<file path="src/rtl/cdu_pkg.sv">
// Package with the shared types, constants and calendar tables of the date unit.
`default_nettype none

package cdu_pkg;

  // Field widths of the request and result items.
  localparam int YEAR_W  = 14;
  localparam int MONTH_W = 7;
  localparam int DAY_W   = 7;
  localparam int OMON_W  = 4;
  localparam int ODAY_W  = 5;
  localparam int DOY_W   = 9;
  localparam int QTR_W   = 3;

  // Packed stream widths, rounded up to whole bytes.
  localparam int IN_DATA_W  = 32;
  localparam int OUT_DATA_W = 72;
  localparam int OUT_USED_W = 68;

  // Year range and calendar constants.
  localparam logic [YEAR_W-1:0]  YEAR_MAX   = 14'd9999;
  localparam logic [YEAR_W-1:0]  YEAR_MIN   = 14'd0;
  localparam logic [OMON_W-1:0]  MONTH_JAN  = 4'd1;
  localparam logic [OMON_W-1:0]  MONTH_FEB  = 4'd2;
  localparam logic [OMON_W-1:0]  MONTH_DEC  = 4'd12;
  localparam logic [ODAY_W-1:0]  DAY_FIRST  = 5'd1;
  localparam logic [ODAY_W-1:0]  DAY_DEC31  = 5'd31;
  localparam logic [DOY_W-1:0]   DAYS_LEAP  = 9'd366;
  localparam logic [DOY_W-1:0]   DAYS_COMMON = 9'd365;

  // Divisibility by 25 through the multiplicative inverse of 25 modulo 2^14:
  // y is a multiple of 25 exactly when (y * 7209) mod 2^14 <= 16383 / 25.
  localparam logic [YEAR_W-1:0] INV25     = 14'd7209;
  localparam logic [YEAR_W-1:0] DIV25_LIM = 14'd655;

  // Result fields of one date, as carried in the output register.
  typedef struct packed {
    logic [ODAY_W-1:0] prev_day;
    logic [OMON_W-1:0] prev_month;
    logic [YEAR_W-1:0] prev_year;
    logic [ODAY_W-1:0] next_day;
    logic [OMON_W-1:0] next_month;
    logic [YEAR_W-1:0] next_year;
    logic [QTR_W-1:0]  quarter;
    logic [DOY_W-1:0]  days_remaining;
    logic [DOY_W-1:0]  day_of_year;
    logic              leap;
  } cdu_res_t;

  // Length of a month in a common year; zero for codes that are no month.
  function automatic logic [ODAY_W-1:0] month_days(input logic [OMON_W-1:0] m);
    logic [ODAY_W-1:0] n;
    unique case (m)
      4'd1, 4'd3, 4'd5, 4'd7, 4'd8, 4'd10, 4'd12: n = 5'd31;
      4'd4, 4'd6, 4'd9, 4'd11:                     n = 5'd30;
      4'd2:                                        n = 5'd28;
      default:                                     n = 5'd0;
    endcase
    return n;
  endfunction

  // Days in the months before month m of a common year.
  function automatic logic [DOY_W-1:0] days_before(input logic [OMON_W-1:0] m);
    logic [DOY_W-1:0] n;
    unique case (m)
      4'd1:    n = 9'd0;
      4'd2:    n = 9'd31;
      4'd3:    n = 9'd59;
      4'd4:    n = 9'd90;
      4'd5:    n = 9'd120;
      4'd6:    n = 9'd151;
      4'd7:    n = 9'd181;
      4'd8:    n = 9'd212;
      4'd9:    n = 9'd243;
      4'd10:   n = 9'd273;
      4'd11:   n = 9'd304;
      4'd12:   n = 9'd334;
      default: n = 9'd0;
    endcase
    return n;
  endfunction

  // Quarter of the year for month m.
  function automatic logic [QTR_W-1:0] quarter_of(input logic [OMON_W-1:0] m);
    logic [QTR_W-1:0] q;
    unique case (m)
      4'd1, 4'd2, 4'd3:    q = 3'd1;
      4'd4, 4'd5, 4'd6:    q = 3'd2;
      4'd7, 4'd8, 4'd9:    q = 3'd3;
      4'd10, 4'd11, 4'd12: q = 3'd4;
      default:             q = 3'd0;
    endcase
    return q;
  endfunction

endpackage

`default_nettype wire

</file>
<file path="src/rtl/calendar_date_unit.sv">
// Gregorian date unit: validity, leap flag, ordinal day, quarter, next and previous dates.
// Pipeline: a request is held in the input register, then in the output register,
// before its result is offered. Throughput: one request per cycle; the two registers advance
// together whenever the output register is empty or being taken.
// Reset: rst_n is synchronous and active low; it empties both registers, payload is kept.
// Every request gives exactly one result.
`default_nettype none

module calendar_date_unit (
  input  wire logic                           clk,
  input  wire logic                           rst_n,
  // Request channel
  input  wire logic                           in_tvalid,
  output logic                                in_tready,
  // Fields from bit 0: year[13:0], month[20:14], day[27:21], zero fill [31:28]
  input  wire logic [cdu_pkg::IN_DATA_W-1:0]  in_tdata,
  // Result channel
  output logic                                out_tvalid,
  input  wire logic                           out_tready,
  // Fields from bit 0: leap[0], day_of_year[9:1], days_remaining[18:10],
  // quarter[21:19], next_year[35:22], next_month[39:36], next_day[44:40],
  // prev_year[58:45], prev_month[62:59], prev_day[67:63], zero fill [71:68]
  output logic [cdu_pkg::OUT_DATA_W-1:0]      out_tdata,
  // Fields from bit 0: valid_res[0]
  output logic                                out_tuser
);

  // Pipeline control.
  logic                              s1_vld_r;
  logic [cdu_pkg::YEAR_W-1:0]        s1_year_r;
  logic [cdu_pkg::MONTH_W-1:0]       s1_month_r;
  logic [cdu_pkg::DAY_W-1:0]         s1_day_r;
  logic                              out_vld_r;
  logic                              out_valid_res_r;
  cdu_pkg::cdu_res_t                 out_res_r;
  logic                              adv;

  // Date decode signals.
  logic [cdu_pkg::OMON_W-1:0]        m4;
  logic [cdu_pkg::OMON_W-1:0]        m_prev;
  logic [cdu_pkg::ODAY_W-1:0]        d5;
  logic                              month_ok;
  logic [cdu_pkg::YEAR_W-1:0]        prod25;
  logic                              div4;
  logic                              div16;
  logic                              div25;
  logic                              leap;
  logic [cdu_pkg::ODAY_W-1:0]        mlen;
  logic [cdu_pkg::ODAY_W-1:0]        plen;
  logic                              valid_nxt;
  logic [cdu_pkg::DOY_W-1:0]         doy;
  logic [cdu_pkg::DOY_W-1:0]         total;
  cdu_pkg::cdu_res_t                 res;
  cdu_pkg::cdu_res_t                 res_nxt;

  // Both stages move whenever the output register is free or being drained.
  assign adv       = !out_vld_r || out_tready;
  assign in_tready = adv;

  // Input register.
  always_ff @(posedge clk) begin
    if (!rst_n) begin
      s1_vld_r <= 1'b0;
    end else if (adv) begin
      s1_vld_r <= in_tvalid;
    end
  end

  always_ff @(posedge clk) begin
    if (adv && in_tvalid) begin
      s1_year_r  <= in_tdata[13:0];
      s1_month_r <= in_tdata[20:14];
      s1_day_r   <= in_tdata[27:21];
    end
  end

  // Leap year: a multiple of 100 is a multiple of 4 and of 25, of 400 one of 16 and 25.
  assign prod25 = s1_year_r * cdu_pkg::INV25;
  assign div4   = (s1_year_r[1:0] == 2'd0);
  assign div16  = (s1_year_r[3:0] == 4'd0);
  assign div25  = (prod25 <= cdu_pkg::DIV25_LIM);
  assign leap   = div4 && (!div25 || div16);

  // Month length and the validity check.
  assign m4       = s1_month_r[3:0];
  assign m_prev   = m4 - 4'd1;
  assign d5       = s1_day_r[4:0];
  assign month_ok = (s1_month_r != 7'd0) && (s1_month_r <= 7'd12);
  assign mlen     = cdu_pkg::month_days(m4)
                    + {4'd0, (m4 == cdu_pkg::MONTH_FEB) && leap};
  assign plen     = cdu_pkg::month_days(m_prev)
                    + {4'd0, (m_prev == cdu_pkg::MONTH_FEB) && leap};
  assign valid_nxt = (s1_year_r <= cdu_pkg::YEAR_MAX) && month_ok
                     && (s1_day_r != 7'd0) && (s1_day_r <= {2'd0, mlen});

  // Ordinal day and days left in the year.
  assign doy   = cdu_pkg::days_before(m4) + {4'd0, d5}
                 + {8'd0, leap && (m4 > cdu_pkg::MONTH_FEB)};
  assign total = leap ? cdu_pkg::DAYS_LEAP : cdu_pkg::DAYS_COMMON;

  // Result fields of a valid date.
  always_comb begin
    res.leap           = leap;
    res.day_of_year    = doy;
    res.days_remaining = total - doy;
    res.quarter        = cdu_pkg::quarter_of(m4);

    // Following day: within the month, into the next month, or into the next year.
    priority if (d5 < mlen) begin
      res.next_year  = s1_year_r;
      res.next_month = m4;
      res.next_day   = d5 + 5'd1;
    end else if (m4 < cdu_pkg::MONTH_DEC) begin
      res.next_year  = s1_year_r;
      res.next_month = m4 + 4'd1;
      res.next_day   = cdu_pkg::DAY_FIRST;
    end else begin
      res.next_year  = (s1_year_r == cdu_pkg::YEAR_MAX) ? cdu_pkg::YEAR_MIN
                                                        : s1_year_r + 14'd1;
      res.next_month = cdu_pkg::MONTH_JAN;
      res.next_day   = cdu_pkg::DAY_FIRST;
    end

    // Preceding day: within the month, into the last month, or into the last year.
    priority if (d5 > cdu_pkg::DAY_FIRST) begin
      res.prev_year  = s1_year_r;
      res.prev_month = m4;
      res.prev_day   = d5 - 5'd1;
    end else if (m4 > cdu_pkg::MONTH_JAN) begin
      res.prev_year  = s1_year_r;
      res.prev_month = m_prev;
      res.prev_day   = plen;
    end else begin
      res.prev_year  = (s1_year_r == cdu_pkg::YEAR_MIN) ? cdu_pkg::YEAR_MAX
                                                        : s1_year_r - 14'd1;
      res.prev_month = cdu_pkg::MONTH_DEC;
      res.prev_day   = cdu_pkg::DAY_DEC31;
    end

    // An invalid date reports all fields as zero.
    res_nxt = valid_nxt ? res : '0;
  end

  // Output register.
  always_ff @(posedge clk) begin
    if (!rst_n) begin
      out_vld_r <= 1'b0;
    end else if (adv) begin
      out_vld_r <= s1_vld_r;
    end
  end

  always_ff @(posedge clk) begin
    if (adv && s1_vld_r) begin
      out_valid_res_r <= valid_nxt;
      out_res_r       <= res_nxt;
    end
  end

  assign out_tvalid = out_vld_r;
  assign out_tuser  = out_valid_res_r;
  assign out_tdata  = {{(cdu_pkg::OUT_DATA_W - cdu_pkg::OUT_USED_W){1'b0}}, out_res_r};

endmodule

`default_nettype wire

</file>
<file path="config.mk">
export PLATFORM = sky130hd
export DESIGN_NAME = calendar_date_unit
export DESIGN_NICKNAME = d
export VERILOG_FILES = /design/src/rtl/cdu_pkg.sv /design/src/rtl/calendar_date_unit.sv
export SDC_FILE = /design/constraint.sdc
export NUM_CORES = 1
export LEC_CHECK = 0
export ABC_AREA = 1
export ABC_CLOCK_PERIOD_IN_PS = 6400
export BUFFER_PORTS_ARGS = -buffer_cell sky130_fd_sc_hd__buf_2
export CORE_MARGIN = 2
export CORE_UTILIZATION = 45
export DETAILED_ROUTE_END_ITERATION = 10
export PLACE_DENSITY_LB_ADDON = 0.08
export SLEW_MARGIN = 15
export SYNTH_ARGS = -nofsm -noshare
export SYNTH_HDL_FRONTEND = slang
export SYNTH_SLANG_ARGS = --single-unit
</file>
<file path="constraint.sdc">
create_clock -name clk -period 6.4 [get_ports clk]
set_clock_uncertainty 0.1 [all_clocks]
set_input_delay 1.28 -clock clk [delete_from_list [all_inputs] [get_ports clk]]
set_output_delay 1.28 -clock clk [all_outputs]
set_load 0.03 [all_outputs]
</file>
==> results.yml, run 1 <==
run_status:
  outcome: "completed"
grt:
  overflow: 0
  grt_max_degree: 70
  grt_use_met3: 0.0362
  grt_pass1_vias: 5454
  track_usage: 0.202
  grtUsageMet2: 0.319
  grt_use_met1: 0.289
  busiest_layer: "met2"
  grt_pass1_wl_um: 26700
  antenna_found_initial: 0
clock_tree:
  cts_max_level: 3
  cts.sinks: 111
  cts_max_path_buffers: 2
  clk_pin_slew_ns: 0.07
  cts_buffers: 9
  cts_root_buffer: "clkbuf_16"
  cts_tree: "built"
  insertion_delay_ns: 0.36
sta:
  period_share: 0.961
  setup-tns-final_ns: 0
  slew_headroom: 0.294
  final-hold-violation-count: 0
  fmax_mhz: 163
  drv_slew: 0
  period_minus_slack_ns: 6.15
  hold_slack_ns: 0.375
  worst_pin_slew_ns: 1.06
  finalSetupViolations: 0
drt:
  drtAntennaViolNets: 0
  wire_per_inst_um: 14.6
  firstDrtPassIters: 5
  wl_um: 16700
  via_per_inst: 5.07
  via_count: 5813
  dr.first_iter.drc_count: 478
  drt_drc_violations_left: 0
final_layout:
  design_area_mm2: 0.00871
  nets: 1051
  area_growth_pct: 20.4
  n_antenna_cell: 0
  fillers: 1481
  drive_above_1_share: 0.243
  multi_input_comb_area_mm2: 0.00356
  utilization: 0.552
  regArea_mm2: 0.00319
yosys:
  synthFlopType: "edfxtp_1"
  synth_edf_count: 97
  ys_ff_latch: 111
  yosysTopAreaCell: "edfxtp_1"
  synth.area.top_cells: "edfxtp_1 (40%), ha_1 (13%), nand2_1 (6.5%)"
  ys_warn_count: 0
  syn-instance-count: 784
  async_flop_share: 0
  synth.avg_cell_area_um2: 9.22
  synth_top_area_share: 0.403
  ys_seq_area_frac: 0.442
  syn-cell-area_mm2: 0.00723
  synth_cell_type_count: 47
critical_path:
  critPathMaxFanout: 6
  required_ns: 6.41
  crit_path_start_kind: "register"
  worstSetupPathType: "reg -> reg"
  path_common_cell: "ha_1"
  slowest_delay_ns: 0.55
  end_kind: "register"
  crit_arrival_ns: 6.17
  crit_slowest_cell: "fa_1"
floorplan:
  die_y_um: 131
  start_util: 0.459
  rows: 46
  core-area_mm2: 0.0158
  die_area_mm2: 0.0171
  io_pins: 111
  fp.dieW_um: 131
placement:
  hpwl_um: 13200
  place_area_mm2: 0.00822
  gp_congestion: 0.912
  portBuffers: 102
worst_hold_path:
  min_path_type: "reg -> reg"
flow_run:
  cap_violations: 0
power:
  p_leak_nw: 4.07
  p_per_area_mw_per_mm2: 251
  peakVddDrop_v: 0.000137
layout by cell type, fill, tap and decap left out, types with 5 or more instances in the layout:
| cell type | Yosys | routed |
|---|---|---|
| inv_1 | 124 | 122 |
| nand2_1 | 126 | 121 |
| buf_2 | 10 | 102 |
| edfxtp_1 | 97 | 97 |
| ha_1 | 76 | 74 |
| nor2_1 | 75 | 71 |
| nand3_1 | 46 | 41 |
| buf_4 | 4 | 39 |
| a21oi_1 | 35 | 33 |
| o21ai_0 | 26 | 25 |
| xor2_1 | 20 | 20 |
| nor3_1 | 18 | 17 |
| nand4_1 | 14 | 14 |
| dfxtp_1 | 14 | 14 |
| fa_1 | 14 | 13 |
| nand2_2 | 6 | 11 |
| inv_2 | 7 | 9 |
| clkbuf_16 | 0 | 9 |
| o21ai_2 | 4 | 7 |
| xnor2_1 | 6 | 6 |
| nor2_2 | 3 | 6 |
| nand3_2 | 0 | 5 |
| nor3_2 | 5 | 5 |
kinds of logic (layout without fill, tap and decap cells):
family / count (synthesis) / after routing / synth area share
AOI/OAI and AO/OA: 90 / 90 / 0.0721
and+or+nand+nor: 316 / 316 / 0.201
adders and majority gates: 90 / 90 / 0.170
xor gates and xnor gates: 26 / 26 / 0.0315
DFF: 111 / 111 / 0.442
buffers and inverters: 150 / 293 / 0.0834
other: 1 / 4 / 0.000519
metal layers:
layer / part of all wire / vias to the layer above
li1: - / 2890
met1: 0.48 / 2681
met2: 0.44 / 217
met3: 0.068 / 25
met4: 0.013 / 0
met5: 0 / -
per-stage QoR:
stage                     std cells  worst slack (ns)  power, W
after floorplan                 787             0.357   0.00134
after global placement         1126            0.0581   0.00152
final                          1146             0.247   0.00219
after detailed placement       1126           -0.0886   0.00155
after CTS                      1145           0.00736   0.00217
after global routing           1146           -0.0721   0.00233
cell usage after synthesis, types with 3 or more instances:
library cell  count
inv_1           124
o22ai_1           3
clkbuf_1          3
a31oi_1           4
dfxtp_1          14
nor2_2            3
nor2_1           75
o21ai_1           3
buf_2            10
nor4_1            4
a21oi_1          35
nor3b_2           3
or2_2             4
nor3_2            5
nor2_4            3
inv_2             7
o21ai_0          26
nand2_1         126
buf_4             4
ha_1             76
fa_1             14
edfxtp_1         97
xor2_1           20
nand3_1          46
xnor2_1           6
nand2_2           6
o21ai_2           4
nand4_1          14
nor3_1           18
a221oi_1          3
a211oi_1          3
final timing paths:
kind / start / endpoint / slack [ns] / cells past startpoint
worst max-delay path: s1_year_r[2] / out_tdata[25] / 0.25 / 29
worst min-delay path: s1_vld_r / s1_vld_r / 0.38 / 2
worst max register to register: s1_year_r[2] / out_tdata[25] / 0.25 / 29
worst min register to register: s1_vld_r / s1_vld_r / 0.38 / 2
power breakdown:
group | total [W] | internal [W] | switching [W]
sequential | 0.000854 | 0.000828 | 0.0000259
combinational | 0.000718 | 0.000278 | 0.000440
clock | 0.000615 | 0.000348 | 0.000267
timing repair:
item                       4_1_cts  5_1_grt
gates cloned                     0        0
setup buffers                    3        1
pin swaps                        1        9
gates resized for setup          7       26
setup endpoints to repair       29       63
hold buffers                     0        0
final cells by class:
type,count,share of cell area
Multi-Input combinational cell,526,0.409
Sequential cell,111,0.367
Timing Repair Buffer,145,0.0974
Inverter,132,0.0575
Tap cell,216,0.0310
Clock buffer,9,0.0259
Clock inverter,7,0.0125
critical path: cells and delay by family (launching register included):
kind / cells / cell delay (ns)
and+or+nand+nor: 11 / 1.16
AOI/OAI and AO/OA: 3 / 0.50
buffers and inverters: 5 / 0.48
adders and majority gates: 10 / 3.24
DFF: 1 / 0.42
Power figures use the tool's default switching activity.
==> inputs of run 2 (changes only) <==
CELL_PAD_IN_SITES_DETAIL_PLACEMENT = 1   (was not set)
CELL_PAD_IN_SITES_GLOBAL_PLACEMENT = 1   (was not set)
CORE_UTILIZATION = 40   (was 45)
==> run 2 against run 1 <==
Effect of this change: sequential share of layout area shrank 0.50 points; clock power shrank 8.1%; setup slack gained 0.0049 ns; sequential cell count is the same; combinational power grew 6.8%; total power grew 0.11%; hold slack gained 0.00073 ns; critical path type unchanged; largest cell class unchanged.
==> results.yml, run 2 (synthesized netlist as in run 1, its figures left out) <==
floorplan:
  io_pins: 111
  die_y_um: 138
  die_area_mm2: 0.0192
  start_util: 0.405
  core-area_mm2: 0.0178
  fp.dieW_um: 138
  rows: 49
power:
  p_per_area_mw_per_mm2: 248
  p_leak_nw: 4.09
  peakVddDrop_v: 0.000138
run_status:
  outcome: "completed"
clock_tree:
  insertion_delay_ns: 0.36
  cts_max_level: 3
  cts.sinks: 111
  cts_hold_buf: 0
  cts_root_buffer: "clkbuf_16"
  cts_tree: "built"
  cts_max_path_buffers: 2
  cts_buffers: 9
  clk_pin_slew_ns: 0.08
critical_path:
  worstSetupPathType: "reg -> reg"
  critPathMaxFanout: 8
  crit_slowest_cell: "fa_1"
  slowest_delay_ns: 0.55
  end_kind: "register"
  crit_path_start_kind: "register"
  path_common_cell: "nand2_1"
  crit_buf_inv: 7
  crit_arrival_ns: 6.24
  r2r_slack_ns: 0.25
  crit_family: "adder cells"
  required_ns: 6.49
drt:
  dr.first_iter.drc_count: 336
  via_per_inst: 5.05
  wire_per_inst_um: 16.6
  drtAntennaViolNets: 0
  drt_drc_violations_left: 0
  wl_um: 19300
  via_count: 5870
  firstDrtPassIters: 4
sta:
  period_minus_slack_ns: 6.15
  worst_pin_slew_ns: 1.07
  fmax_mhz: 163
  period_share: 0.961
  final-hold-violation-count: 0
  drv_slew: 0
  slew_headroom: 0.283
  finalSetupViolations: 0
final_layout:
  drive_above_1_share: 0.247
  multi_input_comb_area_mm2: 0.00363
  area_growth_pct: 22.1
  utilization: 0.495
  nets: 1054
  final_cell_mix: "inv_1 (121), nand2_1 (121), buf_2 (102)"
  finalNonFillerCells: 1162
  n_antenna_cell: 0
  regArea_mm2: 0.00319
  fillers: 2102
grt:
  grt_pass1_vias: 6107
  antenna_found_initial: 0
  grt_max_degree: 38
  overflow: 0
  grt_pass1_wl_um: 30400
  track_usage: 0.199
placement:
  hpwl_um: 15100
  portBuffers: 102
  gp_congestion: 0.879
  numPlacedInstances: 1138
worst_hold_path:
  min_path_type: "reg -> reg"
flow_run:
  cap_violations: 0
-- run 2: cell types whose count changed in the layout (fill, tap and decap cells not counted), sizes merged --
cell and change:
buf +2, clkinvlp -2, inv +1, bufinv -2, clkbuf +1, clkinv +3
-- run 2: where the power goes --
part | total (W) | leakage [nW] | internal [W] | switching [W]
clock | 0.000565 | 0.146 | 0.000276 | 0.000289
sequential | 0.000856 | 1.06 | 0.000828 | 0.0000285
combinational | 0.000767 | 2.88 | 0.000299 | 0.000468
-- run 2: layout make-up --
cell class	count	area share
multi-input combinational	526	0.411
clock inverter	7	0.00864
inverter	132	0.0567
tap	229	0.0324
clock buffer	9	0.0255
timing repair buffer	148	0.104
sequential	111	0.362
-- run 2: repair_timing --
item | CTS | global route
pin swaps | 0 | 19
resized for setup | 4 | 33
setup endpoints to repair | 26 | 69
setup buffers | 1 | 6
gates cloned | 0 | 1
endpoints found under the hold margin | 0 | 0
-- run 2: metal layers --
metal	vias up	wire length, um	track usage
met3	9	927	0.0353
met5	-	0	0
met2	107	9460	0.348
met4	0	140	0.0414
met1	2855	8730	0.260
li1	2899	-	-
-- run 2: worst paths after layout --
check | start | cells past startpoint | endpoint
setup reg to reg | s1_year_r[0] | 34 | out_tdata[32]
hold / removal | s1_vld_r | 2 | s1_vld_r
hold reg to reg | s1_vld_r | 2 | s1_vld_r
setup / recovery | s1_year_r[0] | 34 | out_tdata[32]
-- run 2: worst reg2reg max path, delay by kind of cell, from the launching register on --
kind	cells	cell delay, ns
buf+inv	7	0.62
flops	1	0.46
fa+ha+maj	9	2.66
simple gates	18	2.15
-- run 2: per-stage QoR --
step           power, W  TNS, ns  hold WS (ns)  area, um2  setup WS (ns)
5_1_grt         0.00234   -0.163         0.403       8830        -0.0604
4_1_cts         0.00214        0         0.379       8590        0.00327
2_1_floorplan   0.00134        0         0.340       7240          0.357
3_3_place_gp    0.00153        0         0.348       8270          0.117
3_5_place_dp    0.00156   -0.125         0.368       8270        -0.0432
6_report        0.00219        0         0.376       8830          0.252
==> inputs of run 3 (changes only) <==
CTS_CLUSTER_DIAMETER = 120   (was not set)
PLACE_DENSITY_LB_ADDON = 0.1   (was 0.08)
==> run 3 against run 2 <==
Effect of this change: cell area up 0.72%; sequential cell count unchanged; sequential power barely moved; total power rose by 1.6%; maximum frequency decreased by 0.21%; register-to-register slack hardly changed; largest power group unchanged; critical endpoint unchanged; critical path depth is 4 lower; global-route usage is 0.62 points higher; combinational power hardly changed; non-clock buffer count up 10; final cell count increased by 0.86%; setup slack lost 0.013 ns.
==> results.yml, run 3 (synthesized netlist as in run 1, its figures left out) <==
final_layout:
  n_antenna_cell: 0
  nets: 1064
  utilization: 0.499
  area_growth_pct: 23.0
  final_common_cell: "nand2_1"
  finalNonFillerCells: 1172
  drive_above_1_share: 0.255
  final_cell_mix: "nand2_1 (123), inv_1 (120), buf_2 (102)"
floorplan:
  core-area_mm2: 0.0178
  rows: 49
  die_area_mm2: 0.0192
  start_util: 0.405
  die_y_um: 138
  fp.dieW_um: 138
  io_pins: 111
grt:
  grt_max_degree: 70
  grt_pass1_wl_um: 31600
  antenna_found_initial: 0
  overflow: 0
  grt_pass1_vias: 6207
  track_usage: 0.205
drt:
  wire_per_inst_um: 16.7
  wl_um: 19500
  firstDrtPassIters: 4
  drtAntennaViolNets: 0
  via_count: 5943
  via_per_inst: 5.07
  drt_drc_violations_left: 0
  dr.first_iter.drc_count: 274
critical_path:
  crit_slowest_cell: "fa_1"
  slowest_delay_ns: 0.51
  required_ns: 6.42
  crit_arrival_ns: 6.18
  critPathMaxFanout: 5
  worstSetupPathType: "reg -> reg"
  crit_path_start_kind: "register"
  end_kind: "register"
power:
  p_leak_nw: 4.14
  p_int_w: 0.00144
  comb_power_share: 0.346
  swShare: 0.351
  power.switching_w: 0.000781
  p_per_area_mw_per_mm2: 250
  pwr-share-seq: 0.386
  peakVddDrop_v: 0.000140
  clockPowerShare: 0.268
clock_tree:
  cts_max_path_buffers: 2
  insertion_delay_ns: 0.36
  cts_max_level: 3
  clk_pin_slew_ns: 0.08
  cts_root_buffer: "clkbuf_16"
  cts.sinks: 111
  cts_tree: "built"
  cts_buffers: 9
sta:
  drv_slew: 0
  worst_pin_slew_ns: 1.04
  slew_headroom: 0.305
  period_minus_slack_ns: 6.16
  period_share: 0.963
  final-hold-violation-count: 0
  fmax_mhz: 162
  hold_slack_ns: 0.381
  finalSetupViolations: 0
flow_run:
  cap_violations: 0
placement:
  gp_congestion: 0.854
  numPlacedInstances: 1142
  hpwl_um: 15200
  portBuffers: 102
run_status:
  outcome: "completed"
worst_hold_path:
  min_path_type: "reg -> reg"
[run 3: layout make-up]
cell class / instances / area, um2
timing repair buffer: 158 / 985
tap: 229 / 287
multi-input combinational: 526 / 3620
clock buffer: 9 / 225
sequential: 111 / 3190
inverter: 132 / 500
fill: 2099 / 8950
clock inverter: 7 / 88.8
[run 3: path summary, 6_finish.rpt]
path / start / end / slack (ns) / depth (start not counted)
worst min-delay path: s1_vld_r / s1_vld_r / 0.38 / 2
worst max register to register: s1_year_r[0] / out_tdata[32] / 0.24 / 30
worst max-delay path: s1_year_r[0] / out_tdata[32] / 0.24 / 30
worst min register to register: s1_vld_r / s1_vld_r / 0.38 / 2
[run 3: routing by layer]
layer,share of wire,track usage,vias to the layer above
met4,0.018,0.0644,0
met1,0.46,0.276,2885
met2,0.48,0.346,124
met5,0,0,-
met3,0.035,0.0267,26
li1,-,-,2908
[run 3: per-stage QoR]
step                setup WS [ns]  cell area, um2  power [W]  setup TNS (ns)
floorplan                   0.357            7240    0.00134               0
global placement           0.0757            8290    0.00152               0
detailed placement         -0.145            8290    0.00156          -0.189
CTS                      0.000143            8650    0.00217               0
global route              -0.0528            8890    0.00236         -0.0528
finish                      0.239            8890    0.00222               0
[run 3: power groups by stage]
stage / combinational, W / sequential, W / clock (W)
finish: 0.000770 / 0.000857 / 0.000596
global route: 0.000866 / 0.000862 / 0.000636
CTS: 0.000700 / 0.000858 / 0.000607
detailed placement: 0.000686 / 0.000874 / 0
global placement: 0.000647 / 0.000872 / 0
floorplan: 0.000437 / 0.000904 / 0
[run 3: what timing repair did]
action,4_1_cts,5_1_grt
buffers inserted,1,12
resized for setup,9,26
gates cloned,0,1
hold buffers,0,0
pin swaps,0,16
endpoints found under the setup margin,7,69
[run 3: worst max-delay path: cells and delay by family (launching register included)]
kind | cells | cell delay, ns
adder cells (fa/ha/maj) | 10 | 3.11
AO/OA/AOI/OAI | 3 | 0.45
buffers and inverters | 6 | 0.57
AND/OR/NAND/NOR | 11 | 1.20
flip-flops | 1 | 0.47
